## src/hdl/ctts_pkg.sv

```systemverilog
// ----------------------------------------------------------------------------
// ctts_pkg
// Shared types, codes and constants of the cooperative tick scheduler.
// ----------------------------------------------------------------------------
package ctts_pkg;

    // Table geometry
    localparam int TASK_SLOTS_DEF = 8;
    localparam int MAX_RESULTS    = 8;
    localparam int RES_CNT_W      = $clog2(MAX_RESULTS);

    // Field widths
    localparam int CMD_W   = 2;
    localparam int TASK_W  = 8;
    localparam int TIME_W  = 16;
    localparam int PEND_W  = 8;
    localparam int KIND_W  = 2;
    localparam int SLOT_W  = 3;

    localparam logic [PEND_W-1:0] PENDING_MAX = {PEND_W{1'b1}};

    // Command codes
    localparam logic [CMD_W-1:0] CMD_ADD      = 2'd0;
    localparam logic [CMD_W-1:0] CMD_TICK     = 2'd1;
    localparam logic [CMD_W-1:0] CMD_DISPATCH = 2'd2;

    // Result kinds
    localparam logic [KIND_W-1:0] KIND_ADD  = 2'd0;
    localparam logic [KIND_W-1:0] KIND_TICK = 2'd1;
    localparam logic [KIND_W-1:0] KIND_RUN  = 2'd2;
    localparam logic [KIND_W-1:0] KIND_NONE = 2'd3;

    // One table entry as stored in the slot memory
    typedef struct packed {
        logic [TASK_W-1:0] task_id;
        logic [TIME_W-1:0] delay;
        logic [TIME_W-1:0] period;
        logic [PEND_W-1:0] pending;
    } slot_entry_t;

    // Operation of the shared slot update unit
    typedef enum logic {
        ALU_TICK,
        ALU_RUN
    } alu_op_t;

endpackage

```

## src/hdl/ctts_ram.sv

```systemverilog
// ----------------------------------------------------------------------------
// ctts_ram
// Generic simple dual-port RAM: one write port, one registered read port.
// ----------------------------------------------------------------------------
module ctts_ram #(
    parameter int WIDTH = 8,
    parameter int DEPTH = 8
) (
    input  logic                                  clk,
    input  logic                                  wr_en,
    input  logic [((DEPTH > 1) ? $clog2(DEPTH) : 1)-1:0] wr_addr,
    input  logic [WIDTH-1:0]                      wr_data,
    input  logic                                  rd_en,
    input  logic [((DEPTH > 1) ? $clog2(DEPTH) : 1)-1:0] rd_addr,
    output logic [WIDTH-1:0]                      rd_data
);

    logic [WIDTH-1:0] mem_reg [DEPTH];
    logic [WIDTH-1:0] rd_data_reg;

    // Write port and registered read; read data holds while rd_en is low
    always_ff @(posedge clk)
    begin
        if (wr_en)
        begin
            mem_reg[wr_addr] <= wr_data;
        end
        if (rd_en)
        begin
            rd_data_reg <= mem_reg[rd_addr];
        end
    end

    assign rd_data = rd_data_reg;

endmodule

```

## src/hdl/ctts_slot_alu.sv

```systemverilog
// ----------------------------------------------------------------------------
// ctts_slot_alu
// Shared slot update unit: timer tick countdown/release and run consume.
// ----------------------------------------------------------------------------
module ctts_slot_alu (
    input  ctts_pkg::alu_op_t     op,
    input  ctts_pkg::slot_entry_t entry_in,
    output ctts_pkg::slot_entry_t entry_out
);

    always_comb
    begin
        entry_out = entry_in;
        unique case (op)
            ctts_pkg::ALU_TICK:
            begin
                // Release on zero delay, else count down
                if (entry_in.delay == '0)
                begin
                    if (entry_in.pending != ctts_pkg::PENDING_MAX)
                    begin
                        entry_out.pending = entry_in.pending + 1'b1;
                    end
                    if (entry_in.period != '0)
                    begin
                        entry_out.delay = entry_in.period;
                    end
                end
                else
                begin
                    entry_out.delay = entry_in.delay - 1'b1;
                end
            end
            ctts_pkg::ALU_RUN:
            begin
                // Consume one pending run
                entry_out.pending = entry_in.pending - 1'b1;
            end
            default:
            begin
                entry_out = entry_in;
            end
        endcase
    end

endmodule

```

## src/hdl/cooperative_task_tick_scheduler.sv

```systemverilog
// ----------------------------------------------------------------------------
// cooperative_task_tick_scheduler
// Time-triggered cooperative scheduler over a table of task slots.
// ----------------------------------------------------------------------------
// Usage:
//   Input channel (in_valid/in_stall) carries one command item: add a task,
//   timer tick, or dispatch. in_stall is high while a command is in work.
//   Output channel (out_valid/out_stall) carries result items; the final
//   result of a command has last set. Add and tick give one result each,
//   dispatch gives one result per ready slot (at most 8) or one
//   nothing-ready result.
// Sequencing per command:
//   add      : the free slot comes from a priority encoder.
//   tick     : the slot memory is read and written back one slot per cycle
//              through the shared update unit.
//   dispatch : skipped slots are stepped over; each dispatched slot has a
//              memory read, then update and result, up to the last ready
//              slot.
// Reset clears the occupancy and ready flags at once; slot memory contents
// are only used for occupied slots. A stall on the output holds the result
// register and pauses the sequencer when it next has a result to deliver.
// ----------------------------------------------------------------------------
module cooperative_task_tick_scheduler #(
    parameter int TASK_SLOTS = ctts_pkg::TASK_SLOTS_DEF
) (
    input  logic                          clk,
    input  logic                          rst_n,
    // Command channel
    input  logic                          in_valid,
    output logic                          in_stall,
    input  logic [ctts_pkg::CMD_W-1:0]    command,
    input  logic [ctts_pkg::TASK_W-1:0]   task_id,
    input  logic [ctts_pkg::TIME_W-1:0]   period,
    input  logic [ctts_pkg::TIME_W-1:0]   initial_delay,
    // Result channel
    output logic                          out_valid,
    input  logic                          out_stall,
    output logic [ctts_pkg::KIND_W-1:0]   kind,
    output logic [ctts_pkg::TASK_W-1:0]   task_id_out,
    output logic [ctts_pkg::SLOT_W-1:0]   slot,
    output logic                          table_full,
    output logic                          last
);

    localparam int IDX_W = (TASK_SLOTS > 1) ? $clog2(TASK_SLOTS) : 1;
    localparam int CNT_W = $clog2(TASK_SLOTS + 1);
    localparam int ENT_W = $bits(ctts_pkg::slot_entry_t);

    typedef enum logic [2:0] {
        ST_IDLE,
        ST_TICK,
        ST_DSCAN,
        ST_DREAD,
        ST_RESP
    } state_t;

    state_t state_reg, state_next;

    // Slot flags in flip-flops
    logic [TASK_SLOTS-1:0] used_reg, used_next;
    logic [TASK_SLOTS-1:0] ready_reg, ready_next;

    // Sequencer counters
    logic [CNT_W-1:0]               idx_reg, idx_next;
    logic [IDX_W-1:0]               p_idx_reg, p_idx_next;
    logic                           p_vld_reg, p_vld_next;
    logic [ctts_pkg::RES_CNT_W-1:0] n_reg, n_next;

    // Pending single-result payload
    logic [ctts_pkg::KIND_W-1:0]    resp_kind_reg, resp_kind_next;
    logic [ctts_pkg::TASK_W-1:0]    resp_task_reg, resp_task_next;
    logic [ctts_pkg::SLOT_W-1:0]    resp_slot_reg, resp_slot_next;
    logic                           resp_full_reg, resp_full_next;

    // Output register
    logic                           out_valid_reg, out_valid_next;
    logic [ctts_pkg::KIND_W-1:0]    kind_reg, kind_next;
    logic [ctts_pkg::TASK_W-1:0]    task_reg, task_next;
    logic [ctts_pkg::SLOT_W-1:0]    slot_reg, slot_next;
    logic                           full_reg, full_next;
    logic                           last_reg, last_next;

    // Memory and update unit
    logic                  ram_we;
    logic [IDX_W-1:0]      ram_waddr;
    ctts_pkg::slot_entry_t ram_wdata;
    logic                  ram_re;
    logic [IDX_W-1:0]      ram_raddr;
    ctts_pkg::slot_entry_t ram_rdata;
    ctts_pkg::alu_op_t     alu_op;
    ctts_pkg::slot_entry_t alu_out;

    logic             in_take;
    logic             out_free;
    logic [IDX_W-1:0] cur_idx;
    logic             free_found;
    logic [IDX_W-1:0] free_idx;
    logic             more_ready;

    ctts_ram #(
        .WIDTH (ENT_W),
        .DEPTH (TASK_SLOTS)
    ) u_slot_ram (
        .clk     (clk),
        .wr_en   (ram_we),
        .wr_addr (ram_waddr),
        .wr_data (ram_wdata),
        .rd_en   (ram_re),
        .rd_addr (ram_raddr),
        .rd_data (ram_rdata)
    );

    ctts_slot_alu u_slot_alu (
        .op        (alu_op),
        .entry_in  (ram_rdata),
        .entry_out (alu_out)
    );

    assign in_stall = (state_reg != ST_IDLE);
    assign in_take  = in_valid && !in_stall;
    assign out_free = !out_valid_reg || !out_stall;
    assign cur_idx  = idx_reg[IDX_W-1:0];

    // First free slot
    always_comb
    begin
        free_found = 1'b0;
        free_idx   = '0;
        for (int i = TASK_SLOTS - 1; i >= 0; i--)
        begin
            if (!used_reg[i])
            begin
                free_found = 1'b1;
                free_idx   = IDX_W'(i);
            end
        end
    end

    // Any ready slot beyond the current one
    always_comb
    begin
        more_ready = 1'b0;
        for (int i = 0; i < TASK_SLOTS; i++)
        begin
            if (CNT_W'(i) > idx_reg)
            begin
                more_ready = more_ready | ready_reg[i];
            end
        end
    end

    // Sequencer next state
    always_comb
    begin
        state_next     = state_reg;
        used_next      = used_reg;
        ready_next     = ready_reg;
        idx_next       = idx_reg;
        p_idx_next     = p_idx_reg;
        p_vld_next     = 1'b0;
        n_next         = n_reg;
        resp_kind_next = resp_kind_reg;
        resp_task_next = resp_task_reg;
        resp_slot_next = resp_slot_reg;
        resp_full_next = resp_full_reg;
        out_valid_next = out_valid_reg && out_stall;
        kind_next      = kind_reg;
        task_next      = task_reg;
        slot_next      = slot_reg;
        full_next      = full_reg;
        last_next      = last_reg;
        ram_we         = 1'b0;
        ram_waddr      = '0;
        ram_wdata      = '0;
        ram_re         = 1'b0;
        ram_raddr      = '0;
        alu_op         = ctts_pkg::ALU_TICK;

        unique case (state_reg)
            ST_IDLE:
            begin
                if (in_take)
                begin
                    unique case (command)
                        ctts_pkg::CMD_ADD:
                        begin
                            // Place task in first free slot, or flag full
                            resp_kind_next = ctts_pkg::KIND_ADD;
                            resp_task_next = task_id;
                            resp_slot_next = '0;
                            resp_full_next = !free_found;
                            if (free_found)
                            begin
                                ram_we            = 1'b1;
                                ram_waddr         = free_idx;
                                ram_wdata.task_id = task_id;
                                ram_wdata.delay   = initial_delay;
                                ram_wdata.period  = period;
                                ram_wdata.pending = '0;
                                used_next[free_idx]  = 1'b1;
                                ready_next[free_idx] = 1'b0;
                                resp_slot_next = ctts_pkg::SLOT_W'(free_idx);
                            end
                            state_next = ST_RESP;
                        end
                        ctts_pkg::CMD_TICK:
                        begin
                            idx_next   = '0;
                            state_next = ST_TICK;
                        end
                        ctts_pkg::CMD_DISPATCH:
                        begin
                            idx_next = '0;
                            n_next   = '0;
                            if (ready_reg == '0)
                            begin
                                resp_kind_next = ctts_pkg::KIND_NONE;
                                resp_task_next = '0;
                                resp_slot_next = '0;
                                resp_full_next = 1'b0;
                                state_next     = ST_RESP;
                            end
                            else
                            begin
                                state_next = ST_DSCAN;
                            end
                        end
                        default:
                        begin
                            state_next = ST_IDLE;
                        end
                    endcase
                end
            end

            ST_TICK:
            begin
                // Read slot idx while writing back slot idx-1
                if (idx_reg < CNT_W'(TASK_SLOTS))
                begin
                    ram_re     = 1'b1;
                    ram_raddr  = cur_idx;
                    p_vld_next = 1'b1;
                    p_idx_next = cur_idx;
                    idx_next   = idx_reg + CNT_W'(1);
                end
                if (p_vld_reg)
                begin
                    alu_op = ctts_pkg::ALU_TICK;
                    if (used_reg[p_idx_reg])
                    begin
                        ram_we    = 1'b1;
                        ram_waddr = p_idx_reg;
                        ram_wdata = alu_out;
                        ready_next[p_idx_reg] = (alu_out.pending != '0);
                    end
                end
                if (!(idx_reg < CNT_W'(TASK_SLOTS)) && !p_vld_reg)
                begin
                    resp_kind_next = ctts_pkg::KIND_TICK;
                    resp_task_next = '0;
                    resp_slot_next = '0;
                    resp_full_next = 1'b0;
                    state_next     = ST_RESP;
                end
            end

            ST_DSCAN:
            begin
                // Step to the next ready slot
                if (!(idx_reg < CNT_W'(TASK_SLOTS)))
                begin
                    state_next = ST_IDLE;
                end
                else if (ready_reg[cur_idx])
                begin
                    ram_re     = 1'b1;
                    ram_raddr  = cur_idx;
                    state_next = ST_DREAD;
                end
                else
                begin
                    idx_next = idx_reg + CNT_W'(1);
                end
            end

            ST_DREAD:
            begin
                // Emit run result; consume one pending run, or free the slot if period is zero
                alu_op = ctts_pkg::ALU_RUN;
                if (out_free)
                begin
                    out_valid_next = 1'b1;
                    kind_next      = ctts_pkg::KIND_RUN;
                    task_next      = ram_rdata.task_id;
                    slot_next      = ctts_pkg::SLOT_W'(cur_idx);
                    full_next      = 1'b0;
                    last_next      = !more_ready ||
                                     (n_reg == ctts_pkg::RES_CNT_W'(ctts_pkg::MAX_RESULTS - 1));
                    if (ram_rdata.period == '0)
                    begin
                        used_next[cur_idx]  = 1'b0;
                        ready_next[cur_idx] = 1'b0;
                    end
                    else
                    begin
                        ram_we    = 1'b1;
                        ram_waddr = cur_idx;
                        ram_wdata = alu_out;
                        ready_next[cur_idx] = (alu_out.pending != '0);
                    end
                    n_next   = n_reg + ctts_pkg::RES_CNT_W'(1);
                    idx_next = idx_reg + CNT_W'(1);
                    state_next = last_next ? ST_IDLE : ST_DSCAN;
                end
            end

            ST_RESP:
            begin
                // Deliver the single result of this command
                if (out_free)
                begin
                    out_valid_next = 1'b1;
                    kind_next      = resp_kind_reg;
                    task_next      = resp_task_reg;
                    slot_next      = resp_slot_reg;
                    full_next      = resp_full_reg;
                    last_next      = 1'b1;
                    state_next     = ST_IDLE;
                end
            end

            default:
            begin
                state_next = ST_IDLE;
            end
        endcase
    end

    // State and registered outputs
    always_ff @(posedge clk or negedge rst_n)
    begin
        if (!rst_n)
        begin
            state_reg     <= ST_IDLE;
            used_reg      <= '0;
            ready_reg     <= '0;
            idx_reg       <= '0;
            p_vld_reg     <= 1'b0;
            n_reg         <= '0;
            out_valid_reg <= 1'b0;
        end
        else
        begin
            state_reg     <= state_next;
            used_reg      <= used_next;
            ready_reg     <= ready_next;
            idx_reg       <= idx_next;
            p_vld_reg     <= p_vld_next;
            n_reg         <= n_next;
            out_valid_reg <= out_valid_next;
        end
    end

    // Payload registers
    always_ff @(posedge clk)
    begin
        p_idx_reg     <= p_idx_next;
        resp_kind_reg <= resp_kind_next;
        resp_task_reg <= resp_task_next;
        resp_slot_reg <= resp_slot_next;
        resp_full_reg <= resp_full_next;
        kind_reg      <= kind_next;
        task_reg      <= task_next;
        slot_reg      <= slot_next;
        full_reg      <= full_next;
        last_reg      <= last_next;
    end

    assign out_valid   = out_valid_reg;
    assign kind        = kind_reg;
    assign task_id_out = task_reg;
    assign slot        = slot_reg;
    assign table_full  = full_reg;
    assign last        = last_reg;

`ifndef ASSERT_OFF
    // A slot with pending runs is always occupied
    a_ready_used: assert property (@(posedge clk) disable iff (!rst_n)
        (ready_reg & ~used_reg) == '0)
        else $error("ready flag set on a free slot");

    // A known command leaves idle on the next cycle
    a_cmd_starts: assert property (@(posedge clk) disable iff (!rst_n)
        (in_take && (command == ctts_pkg::CMD_ADD || command == ctts_pkg::CMD_TICK ||
                     command == ctts_pkg::CMD_DISPATCH))
        |=> state_reg != ST_IDLE)
        else $error("accepted command did not start");

    // Dispatch only reads slots that are ready
    a_dread_ready: assert property (@(posedge clk) disable iff (!rst_n)
        (state_reg == ST_DREAD) |-> ready_reg[cur_idx])
        else $error("dispatch on a slot without pending runs");

    // Only run results can be followed by more results
    a_not_last_run: assert property (@(posedge clk) disable iff (!rst_n)
        (out_valid_reg && !last_reg) |-> (kind_reg == ctts_pkg::KIND_RUN))
        else $error("non-final result of a single-result command");
`endif

endmodule
```

## config.mk

```make
export PLATFORM = sky130hd
export DESIGN_NAME = cooperative_task_tick_scheduler
export DESIGN_NICKNAME = d
export VERILOG_FILES = /design/src/hdl/ctts_pkg.sv /design/src/hdl/ctts_ram.sv /design/src/hdl/ctts_slot_alu.sv /design/src/hdl/cooperative_task_tick_scheduler.sv
export SDC_FILE = /design/constraint.sdc
export NUM_CORES = 1
export LEC_CHECK = 0
export BUFFER_PORTS_ARGS = -buffer_cell sky130_fd_sc_hd__buf_4
export CAP_MARGIN = 15
export CELL_PAD_IN_SITES_DETAIL_PLACEMENT = 0
export CELL_PAD_IN_SITES_GLOBAL_PLACEMENT = 1
export CORE_MARGIN = 2
export CORE_UTILIZATION = 30
export CTS_BUF_LIST = sky130_fd_sc_hd__clkbuf_8
export DETAILED_ROUTE_END_ITERATION = 10
export PLACE_DENSITY = 0.61
export SYNTH_ARGS = -nofsm -noshare
export SYNTH_HDL_FRONTEND = slang
export SYNTH_SLANG_ARGS = --single-unit
```

## constraint.sdc

```tcl
create_clock -name clk -period 6.1 [get_ports clk]
set_clock_uncertainty 0.2 [all_clocks]
set_input_delay 0.305 -clock clk [delete_from_list [all_inputs] [get_ports clk]]
set_output_delay 0.305 -clock clk [all_outputs]
set_load 0.05 [all_outputs]
```

==> results of run 1 <==
[worst max path at each step]
stage                                     startpoint                             endpoint  slack (ps)
detailed placement  u_slot_ram.rd_data[17]$_DFFE_PP_  u_slot_ram.mem_reg[0][19]$_DFFE_PP_         980
global route        u_slot_ram.rd_data[17]$_DFFE_PP_  u_slot_ram.mem_reg[0][14]$_DFFE_PP_         590
CTS                 u_slot_ram.rd_data[17]$_DFFE_PP_  u_slot_ram.mem_reg[0][14]$_DFFE_PP_         930
floorplan                   state_reg[1]$_DFFE_PN0P_   u_slot_ram.mem_reg[4][0]$_DFFE_PP_          -2
finish              u_slot_ram.rd_data[17]$_DFFE_PP_  u_slot_ram.mem_reg[0][26]$_DFFE_PP_         950
global placement    u_slot_ram.rd_data[17]$_DFFE_PP_  u_slot_ram.mem_reg[0][19]$_DFFE_PP_        1050
[placed cells by master, fill, tap and decap left out, types with 7 or more instances in the layout]
master / count
ha_1: 11
o22ai_1: 8
and2_1: 59
o211ai_1: 9
clkinv_1: 25
nand2_1: 193
dlygate4sd3_1: 30
o21ai_0: 31
inv_1: 41
a21oi_1: 34
clkbuf_8: 89
a22o_1: 25
nand4_1: 8
nor2_1: 98
a311oi_1: 50
o221ai_1: 8
edfxtp_1: 464
a31oi_1: 8
nor3_1: 32
nand3_1: 15
clkinv_2: 7
buf_4: 95
a211oi_1: 50
nor4_1: 16
o31ai_1: 10
nor2b_1: 8
and3_1: 12
dfrtp_1: 26
mux4_2: 51
a22oi_1: 7
[cell type report]
class	instances	area [um^2]	area share (%)
inverters	18	67.6	0.274
flip-flops and latches	492	14600	59.3
clock buffers	89	1220	4.96
repair buffers	129	1080	4.37
clock inverters	61	338	1.37
multi-input cells	872	6160	25.0
well taps	940	1180	4.76
[critical path, delay by kind of cell, from the launching register on]
family          cells  cell delay [ps]
flops               1              430
buf+inv             3              810
simple gates        4             1640
compound gates      2             1710
[layer usage]
metal	global-route usage, %	wire length, um	up-vias
li1	-	-	6067
met2	23.8	25900	441
met3	2.84	2950	87
met1	21.7	25900	6800
met5	0	0	-
met4	4.42	1120	0
[power by group through the flow]
stage / registers (mW) / logic [mW] / clock network, mW
after floorplan: 4.64 / 1.63 / 0
after detailed placement: 4.83 / 2.25 / 0
after global routing: 4.83 / 2.48 / 3.04
after global placement: 4.81 / 2.24 / 0
after CTS: 4.77 / 2.27 / 2.88
final: 4.77 / 2.26 / 2.80
[logic make-up after synthesis]
group / Yosys count / synth area share, %
buf+inv: 123 / 2.58
fa+ha+maj: 11 / 0.648
mux: 57 / 5.70
xor+xnor: 4 / 0.165
flops: 492 / 68.9
simple gates: 501 / 11.4
compound gates: 299 / 10.7
==> metrics.cfg, run 1 <==
[timing]
min_period_ps=5150
rsz0062_at_grt=no
finalSetupTns_ps=0
tightest_slew_ps=1180
timing.final.ws_setup_ps=946
holdWs_ps=45.4
period_share_pct=84.5
drv_slew=0
max_slew_margin_pct=21.5
finalSetupViolCount=0
hold_viol_final=0
clock.fmax_ghz=0.194

[layout]
final_area_um2=24700
final_layout_size_suffix_gt1_share_pct=17.6
post-route-util_pct=35.2
area_growth_pct=16.2
antennaDiodeCount=0
nNetsFinal=1654
largest_reg_flops=384
nFillCells=6840
fin_cells=2601

[flow_run]
cap_violations=0

[worst_setup_path]
crit_fanout=20
start_kind=register
r2r_setup_slack_ps=950
reg2reg_to=u_slot_ram.mem_reg[0][26]$_DFFE_PP_
path_cells=nor4_1, and4_1, buf_4, nor2_1, buf_4, a222oi_1, o21ai_0, nor2_4, buf_4
critPathKind=register to register
crit_path_end_kind=register
crit_path_max_incr_delay_ps=1040
crit_slowest_cell=a222oi_1
r2r_cells=9
cp_common_cell=buf_4
r2r_start=u_slot_ram.rd_data[17]$_DFFE_PP_
cp_data_arrival_time_ps=5280
cp.required_ps=6220

[placement]
place_congestion=0.838
place_hpwl_um=34000
pre_cts_ws_ps=983
dp_cells=2419
dpl_cell_area_um2=22800
io_buffers=62

[detailed_routing]
route.detailed.drc=0
first_pass_iters=6
ant_nets=0
wl_per_cell_um=21.5
wirelength_um=55900
routed_via_density=5.15
drt_iter0_drc=1204
vias=13395

[synth]
yosys-top-cells-area=edfxtp_1 (66%), mux4_2 (5.4%), nand2_1 (3.4%)
synth_top_cell_area_share_pct=65.6
synth_seq_cells=492
yosysUniqueCellTypes=84
yosysWarningCount=0
yosysSeqAreaShare_pct=68.9
synth_edf_count=464
synth_largest_area_cell=edfxtp_1
synth_common_cells=edfxtp_1 (464), nand2_1 (195), nor2_1 (102)
netlist_instances=1487
synthArstFlopShare_pct=5.69
synth_most_common_cell=edfxtp_1
synth_flop_cell=edfxtp_1
syn_area_per_cell_um2=14.3
syn_nets=1544
syn_area_um2=21300

[power_and_ir_drop]
irDropWorstVdd_v=0.000187
p_leak_nw=8.20
internal_power_mw=6.60
switching_share_pct=32.8
seq_power_share_pct=48.5
p_clk_share_pct=28.5
p_comb_share_pct=23.0
pwr_density_cell_nw_per_um2=398
p_switching_mw=3.23
finalPower_mw=9.83

[die]
die_h_um=270
io_pins=63
start_util_pct=30.3
die_w_um=270
row_count=97
core_um2=70000
die_area_um2=73000

[clocking]
cts_repair_resize_count=0
post_cts_buffers=0
h-tree-depth=3
root_buffer=clkbuf_8
cts_buffers=84
cts_tree=done
clock_sinks=492
path_clk_slew_ps=60
cts_max_path_buffers=3
clock_latency_ps=670
cts_hold_buf=31

[grt]
track_usage_pct=15.3
grt_pass1_wl_um=85100
grt_pass1_vias=13485
grt_max_degree=81
grt_overflow=0
grt_antenna_before_repair=0

[outcome]
status=completed

[hold_path]
hold_path_class=input pin to register
hold_start=initial_delay[5]
whs_endpoint=u_slot_ram.mem_reg[0][29]$_DFFE_PP_
hold_path_depth=2

Power figures use the tool's default switching activity.
==> run 2: changes to the inputs <==
==> constraint.sdc (replaced) <==
create_clock -name clk -period 4.4 [get_ports clk]
set_clock_uncertainty 0.2 [all_clocks]
set_input_delay 0.22 -clock clk [delete_from_list [all_inputs] [get_ports clk]]
set_output_delay 0.22 -clock clk [all_outputs]
set_load 0.05 [all_outputs]
==> run 2 against run 1 <==
- combinational power rose by 48%
- first-iteration DRC count up 12%
- power increased by 38%
- global-route usage grew 0.40 points
- fmax increased by 36%
- cell count up 1.1%
- die area unchanged
- final area grew 1.4%
- clock power increased by 30%
- register-to-register slack lost 340 ps
- worst hold slack better by 24 ps
- highest routed layer unchanged
==> metrics.cfg, run 2 (same netlist as run 1, synthesis figures left out) <==
[worst_setup_path]
r2r_start=state_reg[2]$_DFFE_PN0P_
path_cells=nor3_1, and3_1, and2_2, a22oi_1, a21boi_0, nand2_1, nor2_4, buf_12
crit_path_end_kind=register
worstSetupStartpoint=state_reg[2]$_DFFE_PN0P_
critPathKind=register to register
cp.required_ps=4530
crit_slowest_cell=dfrtp_1
crit_path_max_incr_delay_ps=670
r2r_cells=8
cp_data_arrival_time_ps=3930
start_kind=register
r2r_setup_slack_ps=600
crit_fanout=40

[timing]
drv_slew=0
finalSetupViolCount=0
holdWs_ps=69.0
clock.fmax_ghz=0.263
period_share_pct=86.3
tightest_slew_ps=990
rsz0062_at_grt=no
finalSetupTns_ps=0
min_period_ps=3800
hold_viol_final=0
max_slew_margin_pct=33.7

[detailed_routing]
drt_iter0_drc=1353
ant_nets=0
wl_per_cell_um=22.0
routed_via_density=5.20
vias=13670
wirelength_um=57800
first_pass_iters=6
route.detailed.drc=0

[clocking]
cts_tree=done
root_buffer=clkbuf_8
h-tree-depth=3
cts_repair_resize_count=0
post_cts_buffers=0
cts_buffers=80
cts_hold_buf=46
clock_latency_ps=670
cts_max_path_buffers=3
path_clk_slew_ps=60
clock_sinks=492

[hold_path]
hold_path_class=input pin to register
hold_start=initial_delay[6]
hold_path_depth=3

[outcome]
status=completed

[grt]
grt_pass1_vias=13629
grt_max_degree=49
grt_antenna_before_repair=0
track_usage_pct=15.7
grt_pass1_wl_um=86600
grt_overflow=0

[power_and_ir_drop]
p_leak_nw=8.37
irDropWorstVdd_v=0.000285
pwr_density_cell_nw_per_um2=542

[die]
die_h_um=270
io_pins=63
row_count=97
die_area_um2=73000
start_util_pct=30.3
die_w_um=270
core_um2=70000

[flow_run]
cap_violations=0

[layout]
multi_input_area_um2=6190
seq_area_um2=14600
layout_commonest_cell=edfxtp_1
nFillCells=6746
nNetsFinal=1683
largest_reg_flops=384
area_growth_pct=17.8
antennaDiodeCount=0
final_area_um2=25000
mostFrequentLayoutCells=edfxtp_1 (464), nand2_1 (193), buf_4 (102)
fin_cells=2629
final_layout_size_suffix_gt1_share_pct=18.2

[placement]
place_hpwl_um=35000
io_buffers=62
dp_cells=2438
place_congestion=0.866
dpl_cell_area_um2=23100

-- run 2: changes by cell type in the layout (fill, tap and decap cells not counted), moves of 2 or more --
cell,previous run,this run
bufinv_16,3,1
dlygate4sd3_1,30,45
nor3_4,0,4
nor3_2,5,1
inv_1,41,39
buf_12,3,15
clkbuf_8,89,83
clkinv_2,7,12
buf_4,95,102
-- run 2: metal layers --
layer	track usage (%)	part of all wire (%)	up-vias
met5	0	0	-
met4	4.58	2.3	0
met3	3.06	6.4	99
met2	24.1	46	483
met1	22.4	46	6968
li1	-	-	6120
-- run 2: final timing paths --
check / endpoint
worst max-delay path: u_slot_ram.mem_reg[1][15]$_DFFE_PP_
worst min-delay path: u_slot_ram.mem_reg[7][30]$_DFFE_PP_
worst max register to register: u_slot_ram.mem_reg[1][15]$_DFFE_PP_
worst min register to register: kind[1]$_SDFFCE_PN1P_
max in group asynchronous: idx_reg[2]$_DFFE_PN0P_
min in group asynchronous: used_reg[1]$_DFFE_PN0P_
-- run 2: report_power, final --
part,leakage [nW],internal [mW],switching [mW],total [mW]
Clock,0.828,1.82,1.83,3.65
Combinational,2.88,1.20,2.15,3.35
Sequential,4.67,6.01,0.554,6.57
-- run 2: critical path: cells and delay by family (launching register included) --
kind	cells	cell delay, ps
AND/OR/NAND/NOR	5	1400
flip-flops	1	670
buffers and inverters	1	330
AO/OA/AOI/OAI	2	820
-- run 2: layout make-up --
class	count	area share (%)
sequential	492	58.5
timing repair buffer	162	6.06
inverter	18	0.270
multi-input combinational	872	24.7
clock buffer	83	4.56
tap	940	4.70
clock inverter	62	1.20
-- run 2: metrics by stage --
| step | utilization (%) | power [mW] | worst slack [ps] |
|---|---|---|---|
| floorplan | - | 8.70 | -589 |
| global placement | 33.0 | 9.94 | 680 |
| detailed placement | 33.0 | 9.98 | 627 |
| CTS | 35.7 | 13.7 | 615 |
| global route | 35.7 | 14.3 | 404 |
| finish | 35.7 | 13.6 | 601 |
==> run 3: changes to the inputs <==
--- a/config.mk
+++ b/config.mk
@@ -9,7 +9,7 @@
 export CAP_MARGIN = 15
 export CELL_PAD_IN_SITES_DETAIL_PLACEMENT = 0
 export CELL_PAD_IN_SITES_GLOBAL_PLACEMENT = 1
-export CORE_MARGIN = 2
+export CORE_MARGIN = 3
 export CORE_UTILIZATION = 30
 export CTS_BUF_LIST = sky130_fd_sc_hd__clkbuf_8
 export DETAILED_ROUTE_END_ITERATION = 10
==> run 3 against run 2 <==
- sequential power is 0.6% lower
- cell count is 0.23% higher
- wire length is 0.90% higher
- fmax is 2.9% lower
- combinational power hardly changed
- first-iteration DRC count is 1.3% higher
- worst setup slack worse by 110 ps
- die area is 1.5% higher
- clock power is 7.4% higher
- largest cell class unchanged
- largest power group unchanged
==> metrics.cfg, run 3 (same netlist as run 1, synthesis figures left out) <==
[power_and_ir_drop]
irDropWorstVdd_v=0.000231
seq_power_share_pct=47.3
p_leak_nw=8.45
switching_share_pct=33.5
p_switching_mw=4.62
p_clk_share_pct=28.4
internal_power_mw=9.18
finalPower_mw=13.8
p_comb_share_pct=24.3
pwr_density_cell_nw_per_um2=549

[timing]
min_period_ps=3910
finalSetupViolCount=0
period_share_pct=89.0
finalSetupTns_ps=0
tightest_slew_ps=1100
drv_slew=0
rsz0062_at_grt=no
clock.fmax_ghz=0.255
max_slew_margin_pct=26.1
hold_viol_final=0

[worst_setup_path]
start_kind=register
crit_path_end_kind=register
cp_data_arrival_time_ps=4010
crit_fanout=28
cp.required_ps=4500
critPathKind=register to register

[layout]
fin_cells=2635
layout_commonest_cell=edfxtp_1
final_layout_size_suffix_gt1_share_pct=19.1
antennaDiodeCount=0
nFillCells=6745
area_growth_pct=18.3
mostFrequentLayoutCells=edfxtp_1 (464), nand2_1 (193), buf_4 (111)
nNetsFinal=1693
largest_reg_flops=384

[clocking]
cts_max_path_buffers=3
post_cts_buffers=0
cts_tree=done
cts_repair_resize_count=0
path_clk_slew_ps=60
cts_buffers=84
clock_sinks=492
h-tree-depth=3
clock_latency_ps=680
root_buffer=clkbuf_8

[grt]
grt_antenna_before_repair=1
grt_overflow=0
grt_util_met2_pct=24.7
grt_pass1_wl_um=88400
grt_pass1_vias=13803
grt-busiest-layer=met2
track_usage_pct=15.8
use_met3_pct=3.00
grtUsageMet1_pct=22.3
grt_max_degree=97

[detailed_routing]
first_pass_iters=6
wirelength_um=58300
wl_per_cell_um=22.1
drt_iter0_drc=1371
vias=13671
ant_nets=0
routed_via_density=5.19
route.detailed.drc=0

[hold_path]
hold_path_class=input pin to register

[die]
die_area_um2=74100
io_pins=63
die_w_um=272
row_count=96
die_h_um=272
start_util_pct=30.6
core_um2=69400

[outcome]
status=completed

[placement]
place_hpwl_um=36100
place_congestion=0.885
io_buffers=62
dp_cells=2433

[flow_run]
cap_violations=0

==> run 3: changes by cell type in the layout (fill, tap and decap cells not counted), sizes merged <==
cell and delta:
buf +5, bufinv +1, clkbuf +5, clkinv -3
clkinvlp +4, dlygate4sd3 +1, inv +2
==> run 3: power by group through the flow <==
stage	Combinational [mW]	Sequential, mW	Clock (mW)
after floorplan	2.26	6.44	0
after global placement	3.31	6.60	0
after detailed placement	3.34	6.61	0
after CTS	3.39	6.52	4.04
after global routing	3.67	6.59	4.26
final	3.35	6.53	3.92
==> run 3: final cells by class <==
class                   instances  area (um^2)  share of cell area (%)
multi-input cells             872         6190                    24.6
clock inverters                66          369                    1.47
repair buffers                168         1500                    5.96
clock buffers                  88         1210                    4.82
inverters                      18         67.6                   0.269
well taps                     931         1160                    4.63
flip-flops and latches        492        14600                    58.2
==> run 3: final timing paths <==
path / to / start / slack [ps] / cells after the start
max: u_slot_ram.mem_reg[1][29]$_DFFE_PP_ / state_reg[1]$_DFFE_PN0P_ / 490 / 8
min: resp_task_reg[6]$_SDFFCE_PP0P_ / task_id[6] / 200 / 3
max reg2reg: u_slot_ram.mem_reg[1][29]$_DFFE_PP_ / state_reg[1]$_DFFE_PN0P_ / 490 / 8
min reg2reg: n_reg[0]$_DFFE_PN0P_ / n_reg[0]$_DFFE_PN0P_ / 300 / 1
max in group asynchronous: idx_reg[2]$_DFFE_PN0P_ / rst_n / 3410 / 4
min in group asynchronous: out_valid$_DFF_PN0_ / rst_n / 390 / 4
==> run 3: worst max-delay path: stages (launching register included) <==
cell	delay, ps
dfrtp_1	670
nor3_1	220
and3_1	320
and2_2	360
a22oi_1	240
a21boi_0	650
nand2_1	280
nor2_4	150
buf_4	410
==> run 3: metal layers <==
layer	share of wire [%]	vias to the layer above
met3	5.9	103
met4	2.3	0
met2	46	472
met5	0	-
met1	46	6955
li1	-	6141
==> run 3: what timing repair did <==
item | CTS | global route
hold endpoints to repair | 372 | 0
endpoints found under the setup margin | 0 | 0
hold buffers | 47 | 0
==> run 3: per-stage QoR <==
stage / hold slack [ps] / instance area, um^2 / utilization [%] / worst slack (ps)
finish: 200 / 25100 / 36.2 / 486
global route: 163 / 25100 / 36.2 / 154
CTS: 145 / 25100 / 36.2 / 514
detailed placement: -16.6 / 23100 / 33.2 / 545
global placement: -21.8 / 23100 / 33.2 / 593
floorplan: -276 / 21300 / - / -589
